===== config.mk =====
export PLATFORM = sky130hd
export DESIGN_NAME = rce_match_unit
export DESIGN_NICKNAME = d
export VERILOG_FILES = /design/src/rtl/rce_pkg.sv /design/src/rtl/rce_match_unit.sv
export SDC_FILE = /design/constraint.sdc
export NUM_CORES = 1
export LEC_CHECK = 0
export BUFFER_PORTS_ARGS = -buffer_cell sky130_fd_sc_hd__buf_2
export CAP_MARGIN = 20
export CORE_MARGIN = 1.5
export CORE_UTILIZATION = 23
export DETAILED_ROUTE_END_ITERATION = 16
export PLACE_DENSITY = 0.8
export SETUP_SLACK_MARGIN = 0.15
export SLEW_MARGIN = 20
export SYNTH_ARGS = -nofsm -noshare
export SYNTH_HDL_FRONTEND = slang
export SYNTH_SLANG_ARGS = --single-unit

===== constraint.sdc =====
create_clock -name vclk -period 1.75
set_input_delay 0.2625 -clock vclk [all_inputs]
set_output_delay 0.2625 -clock vclk [all_outputs]
set_load 0.05 [all_outputs]

===== src/rtl/rce_pkg.sv =====
`timescale 1ns / 1ps
`default_nettype none
// ----------------------------------------------------------------------------
// rce_pkg
// Shared types, codes and helpers of the relay circuit rule evaluator.
// ----------------------------------------------------------------------------
package rce_pkg;

  // Default table depth and field widths
  localparam int unsigned DEF_DEPTH = 256;
  localparam int unsigned DATA_W    = 32;
  localparam int unsigned CNT_W     = 9;
  localparam int unsigned IDX_W     = 8;
  localparam int unsigned BIT_W     = 5;
  localparam int unsigned OP_W      = 3;
  localparam int unsigned CFG_IDX_W = 3;
  localparam int unsigned RULE_W    = 2 * DATA_W;
  // Wide enough for any effective count up to the largest table depth
  localparam int unsigned EFF_W     = 13;

  // Request opcodes
  typedef enum logic [OP_W-1:0] {
    OP_WR_PREP  = 3'd0,
    OP_WR_MAIN  = 3'd1,
    OP_WR_STAT  = 3'd2,
    OP_WR_DYN   = 3'd3,
    OP_SET_BIT  = 3'd4,
    OP_CLR_BIT  = 3'd5,
    OP_CORRECT  = 3'd6,
    OP_RECALC   = 3'd7
  } op_t;

  // Configuration register indexes
  typedef enum logic [CFG_IDX_W-1:0] {
    REG_PREP_COUNT = 3'd0,
    REG_MAIN_COUNT = 3'd1,
    REG_STAT_COUNT = 3'd2,
    REG_DYN_COUNT  = 3'd3,
    REG_BASE_MASK  = 3'd4
  } reg_idx_t;

  // Sequencer states
  typedef enum logic [1:0] {
    ST_CLEAR,
    ST_IDLE,
    ST_SCAN,
    ST_DONE
  } state_t;

  // Table being scanned
  typedef enum logic [1:0] {
    PH_PREP = 2'd0,
    PH_MAIN = 2'd1,
    PH_STAT = 2'd2,
    PH_DYN  = 2'd3
  } phase_t;

  // Round a count up to a multiple of four, then limit it to the depth
  function automatic logic [EFF_W-1:0] eff_count(input logic [CNT_W-1:0] cnt,
                                                 input logic [EFF_W-1:0] depth);
    logic [EFF_W-1:0] r;
    r = (EFF_W'(cnt) + EFF_W'(3)) & ~EFF_W'(3);
    return (r > depth) ? depth : r;
  endfunction

endpackage
`default_nettype wire


===== src/rtl/rce_match_unit.sv =====
`timescale 1ns / 1ps
`default_nettype none
// ----------------------------------------------------------------------------
// rce_match_unit
// Shared rule compare: tests mask against status, whole word or per half.
// ----------------------------------------------------------------------------
module rce_match_unit (
  input  wire  [rce_pkg::DATA_W-1:0] rule_mask,
  input  wire  [rce_pkg::DATA_W-1:0] rule_res,
  input  wire  [rce_pkg::DATA_W-1:0] status,
  input  wire                        halves,
  output logic [rce_pkg::DATA_W-1:0] contrib
);

  localparam int unsigned HW = rce_pkg::DATA_W / 2;

  logic [rce_pkg::DATA_W-1:0] miss;
  logic                       lo_hit;
  logic                       hi_hit;

  // Missing bits decide the hit, per half or for the whole word
  always_comb begin
    miss   = rule_mask & ~status;
    lo_hit = (miss[HW-1:0] == '0);
    hi_hit = (miss[rce_pkg::DATA_W-1:HW] == '0);
    if (halves) begin
      contrib = {hi_hit ? rule_res[rce_pkg::DATA_W-1:HW] : {HW{1'b0}},
                 lo_hit ? rule_res[HW-1:0] : {HW{1'b0}}};
    end else begin
      contrib = (lo_hit && hi_hit) ? rule_res : '0;
    end
  end

endmodule
`default_nettype wire


* After elaboration in Yosys (flattened, before gate mapping)
Cells that the tools add are included.
** Storage, ports and cells
- Bits in registers :: 0
- Input port bits :: 97
** Operators by class
- Reduce and logical (&&, ||, !) cells :: 3
- Multiplexer cells :: 4
- Bitwise gates (word level) :: 2
** Operators by type and width (count)
- 32-bit two-way mux :: 2
- 32-bit AND :: 1
- 16-bit logical NOT :: 2
- 16-bit two-way mux :: 2
- 32-bit inverter :: 1
- 1-bit logical AND :: 1

* Logic depth before layout (Yosys ltp)
Gate-level depths: netlist of the first run.
- Word-level depth :: 6
- Mapped depth :: 6

* Least setup slack after synthesis of the first run
OpenSTA, ideal clock, no wires.
- Kind :: input-to-output
- Start point :: in status[12] (netlist bit)
- End point :: out contrib[0] (netlist bit)
- Cell stages on the path :: 5
- Data arrival time :: 2332 ps
- Path buffers :: 1
- Data required time :: 1487 ps
- Slack :: -844 ps
- Cells stage by stage :: nand2b_2 -> o2111ai_2 -> or4_1 -> buf_6 -> nor3b_1
** Between the ends
- Cells in the longest elaborated chain, start to end :: 6
- Elaborated cells on any way between the ends :: 7
- Those cells by class :: mux: 3; bitwise: 2; reduce/logical: 2
** RTL lines
- start, declared :: RTL line rce_match_unit.sv:10 : input wire [rce_pkg::DATA_W-1:0] status,
- 32-bit inverter (*) :: RTL line rce_match_unit.sv:23 : miss = rule_mask & ~status;
- 32-bit AND (*) :: RTL line rce_match_unit.sv:23
- 16-bit logical NOT (*) :: RTL line rce_match_unit.sv:24 : lo_hit = (miss[HW-1:0] == '0);
- 1-bit logical AND :: RTL line rce_match_unit.sv:30 : contrib = (lo_hit && hi_hit) ? rule_res : '0;
- 32-bit two-way mux :: RTL line rce_match_unit.sv:30
- 32-bit two-way mux (*) :: RTL line rce_match_unit.sv:26 : if (halves) begin
- end, declared :: RTL line rce_match_unit.sv:12 : output logic [rce_pkg::DATA_W-1:0] contrib
Every way passes the cells marked *; elsewhere a longest branch is shown, timed or not.

* Worst setup path in the final report of the first run
Same ends and word-level chain as after synthesis.

==> results.ini, run 1 <==
[synthesis]
synth_top_area_cell=nand2b_1
synth_warnings=0
synth_top_area_share_pct=22.0
yosysUniqueCellTypes=17
ys_top_cells_by_count=22 x nand2b_1, 16 x and3_1, 10 x nor3b_2
synth_area_leaders=nand2b_1 22%, nor3b_2 20%, and3_1 16%
syn_nets=179
yosysMostFrequentCell=nand2b_1
syn_inst=82
yosysSeqAreaShare_pct=0
synth_area_um2=627
synth.avg_cell_area_um2=7.64

[global_route]
grt_pass1_wl_mm=5.38
antenna_found_initial=0
grt_max_degree=17
grt_pass1_vias=1268
track_usage_pct=20.9
gr-total-overflow=0

[timing]
finalCritPeriodShare_pct=114
drv_slew=0
rsz0062_at_grt=yes
slew_headroom_pct=77.0
worst_slack_ps=-253
hold_viol=0
setup_viol=32
tns_ps=-6370
tightest_slew_ps=344
fin_crit_ps=2000
worst_hold_slack_ps=899
max_freq_mhz=499

[detailed_routing]
drtAntennaViolNets=0
drc=0
drtIter0Drc=20
dr_total_vias=1225
post_drt_wl_per_cell_um=15.9
drt-total-wl_mm=3.98
drtPass1Iterations=4
post_drt_via_cell_ratio=4.90

[placement]
port-buffer-count=129
hpwlAfterDp_mm=2.55
pre_cts_ws_ps=-361
place.gp.congestion=0.866
dp_cells=247

[pwr]
seqPwrFrac_pct=0
leakage_nw=1.06
switching_share_pct=40.7
power_uw=309
p_per_area_nw_per_um2=151
pwr-share-clk_pct=0
intPower_uw=183
power_frac_comb_pct=100.0
p_sw_uw=126
ir_worst_vdd_uv=129

[cells_and_area]
seq_cells=0
clock_buffers=0
syn2layout_area_growth_pct=228
finalNetCount=319
regArea_um2=0
n_fill_cell=163
finalNonFillerCells=250
layout-drive-gt1-share_pct=89.1
multi_input_area_um2=877
n_antenna_cell=0

[min_path]
hp-class=input port to output port

[outcome]
violations=setup timing
status=finished, violations left

[critical_path]
end_kind=output port
cp.required_ps=1490
cp_max_fo=8
start_kind=input port
arrival_ps=1740
critical_path_class=input port to output port

[clock_tree]
postCtsSetupBuffers=0

[floorplan]
die_height_um=55.2
die_area_um2=3050
rows=18
die_w_um=55.2
coreArea_um2=2520
io_pins=129
start_util_pct=24.9

[job]
drv_cap=0

==> layout by cell type, fill, tap and decap left out <==
cell / count
inv_1: 6
nor4_4: 1
and3_4: 16
o2111ai_1: 3
inv_2: 3
buf_4: 9
buf_8: 16
nand2b_1: 14
buf_2: 90
o2111ai_2: 3
buf_12: 2
nand2b_2: 1
o41ai_4: 1
nor3b_2: 3
o2111ai_4: 2
nor3b_4: 13
buf_6: 25
clkbuf_16: 1
nand2b_4: 9
o41a_1: 1
or4_4: 1
==> layout make-up <==
cell class                 count  share of cell area (%)
inverter                       9                    1.65
tap                           30                    1.83
timing repair buffer         143                    53.8
multi-input combinational     68                    42.7
==> worst max-delay path: stages <==
cell	delay (ps)
buf_6	70
nand2b_4	110
o2111ai_2	140
or4_4	580
clkbuf_16	200
nor3b_2	190
buf_6	180
==> logic make-up (layout without fill, tap and decap cells) <==
kind of cell	after synthesis	count (layout)	share of synthesized area, %
simple gates	58	58	71.1
buf+inv	14	152	12.4
compound gates	10	10	16.6
==> metrics by stage <==
step,cell area (um^2),util (%)
finish,2050,81.4
global route,2050,81.4
CTS,1850,73.2
detailed placement,1550,61.3
global placement,1550,61.3
floorplan,805,-
==> worst paths after layout <==
check,startpoint,to,slack (ps),cells after the start
hold / removal,rule_res[14],contrib[14],900,3
setup / recovery,status[12],contrib[0],-250,7
==> power groups by stage <==
stage	Clock (mW)	Sequential, mW	Combinational (mW)
6_report	0	0	0.309
5_1_grt	0	0	0.332
4_1_cts	0	0	0.251
3_5_place_dp	0	0	0.233
3_3_place_gp	0	0	0.229
2_1_floorplan	0	0	0.0940
==> layer usage <==
metal	track usage [%]	part of all wire (%)	vias up
li1	-	-	576
met1	20.2	29	548
met2	43.7	57	85
met3	5.39	10	16
met4	3.14	4.1	0
met5	0	0	-
==> repair_timing <==
item	CTS	global route
setup endpoints to repair	32	32
cloned	1	2
gates resized for setup	87	30
hold buffers	0	0
pin swaps	8	23
Power figures use the tool's default switching activity.
==> inputs of run 2 (changes only) <==
- CORE_MARGIN: 1.5 -> 5
==> run 2 against run 1 <==
Against the previous run: the run still ends with setup timing left; critical endpoint is now contrib[13]; global-route usage decreased by 4.3 points; wire length rose by 7.7%; sequential share of layout area stayed put; core utilization fell by 1.7 points; clock-buffer cell count stayed put; worst setup slack got worse by 14 ps; die area rose by 27%; largest power group unchanged; via count shrank 0.98%.
==> results.ini, run 2 (synthesis results as in run 1) <==
[timing]
rsz0062_at_grt=yes
finalCritPeriodShare_pct=115
hold_viol=0
worst_slack_ps=-266
drv_slew=0
slew_headroom_pct=77.8
fin_crit_ps=2020
tightest_slew_ps=332
max_freq_mhz=496
tns_ps=-6180
setup_viol=32
worst_hold_slack_ps=904

[cells_and_area]
layout-drive-gt1-share_pct=92.2
final_cell_mix=86 x buf_2, 30 x buf_6, 16 x and3_4, 16 x buf_8
clock_buffers=0
n_fill_cell=173
seq_cells=0
syn2layout_area_growth_pct=242
regArea_um2=0
final_common_cell=buf_2
finalNetCount=317
n_antenna_cell=0

[pwr]
p_sw_uw=131
ir_worst_vdd_uv=117
pwr-share-clk_pct=0
switching_share_pct=39.6
intPower_uw=200
seqPwrFrac_pct=0
p_per_area_nw_per_um2=155
leakage_nw=1.09
power_frac_comb_pct=100.0

[outcome]
status=finished, violations left
violations=setup timing

[critical_path]
critical_path_class=input port to output port
arrival_ps=1750
end_kind=output port
start_kind=input port
cp_max_fo=8
cp.required_ps=1490

[job]
drv_cap=0

[detailed_routing]
drtIter0Drc=41
top_layer_used=met4
met1_length_mm=1.28
post_drt_via_cell_ratio=4.87
wl_met2_mm=2.61
drt-total-wl_mm=4.29
drtAntennaViolNets=0
drc=0
wl_met3_um=371
post_drt_wl_per_cell_um=17.2
dr_total_vias=1213
drtPass1Iterations=4

[min_path]
worstHoldEndpoint=contrib[12]
hold_path.startpoint=rule_res[12]
hold_path_depth=3
hp-class=input port to output port

[global_route]
grt_pass1_wl_mm=5.53
grt_max_degree=17
grt_pass1_vias=1239
antenna_found_initial=0
gr-total-overflow=0
track_usage_pct=16.6

[floorplan]
rows=19
coreArea_um2=2690
die_w_um=62.2
die_height_um=62.2
io_pins=129
die_area_um2=3870
start_util_pct=23.3

[placement]
port-buffer-count=129
hpwlAfterDp_mm=2.78
place.gp.congestion=0.745

[clock_tree]
ctsHoldBuffers=0

## run 2: cell type report
| type | count | area, um^2 | area share [%] |
|---|---|---|---|
| inverter | 9 | 33.8 | 1.58 |
| multi-input combinational | 68 | 933 | 43.6 |
| tap | 31 | 38.8 | 1.81 |
| timing repair buffer | 141 | 1140 | 53.0 |
## run 2: critical path, cell delays in order
cell and delay [ps]:
buf_6 70, nand2b_4 110, o2111ai_4 120, or4_4 600, buf_12 180, nor3b_4 220, buf_6 190
## run 2: repair_timing
item | CTS | global route
setup buffers | 0 | 1
setup endpoints to repair | 32 | 32
pin swaps | 1 | 30
endpoints found under the hold margin | 0 | 0
gates cloned | 1 | 2
resized for setup | 97 | 31
## run 2: metrics by stage
step | utilization [%] | cells | worst slack [ps] | total power, mW | cell area, um^2
after floorplan | - | 82 | -359 | 0.0940 | 805
after global placement | 56.8 | 245 | -315 | 0.219 | 1530
after detailed placement | 56.8 | 245 | -343 | 0.223 | 1530
after CTS | 70.2 | 246 | -219 | 0.258 | 1890
after global routing | 79.7 | 249 | -324 | 0.356 | 2140
final | 79.7 | 249 | -266 | 0.331 | 2140
## run 2: power groups by stage
stage | Clock (mW) | Sequential, mW | Combinational, mW
global route | 0 | 0 | 0.356
detailed placement | 0 | 0 | 0.223
CTS | 0 | 0 | 0.258
floorplan | 0 | 0 | 0.0940
global placement | 0 | 0 | 0.219
finish | 0 | 0 | 0.331
## run 2: how the worst max path moves through the flow
| stage | start | slack (ps) | to | depth (start not counted) |
|---|---|---|---|---|
| floorplan | status[12] | -360 | contrib[0] | 5 |
| global placement | status[12] | -320 | contrib[0] | 7 |
| detailed placement | status[8] | -340 | contrib[7] | 7 |
| CTS | status[0] | -220 | contrib[2] | 7 |
| global route | status[22] | -320 | contrib[14] | 7 |
| finish | status[8] | -270 | contrib[13] | 7 |
## run 2: metal layers
metal | vias up | global-route usage, %
met5 | - | 0
met4 | 0 | 0.542
met3 | 4 | 4.68
met2 | 73 | 35.4
met1 | 564 | 15.7
li1 | 572 | -
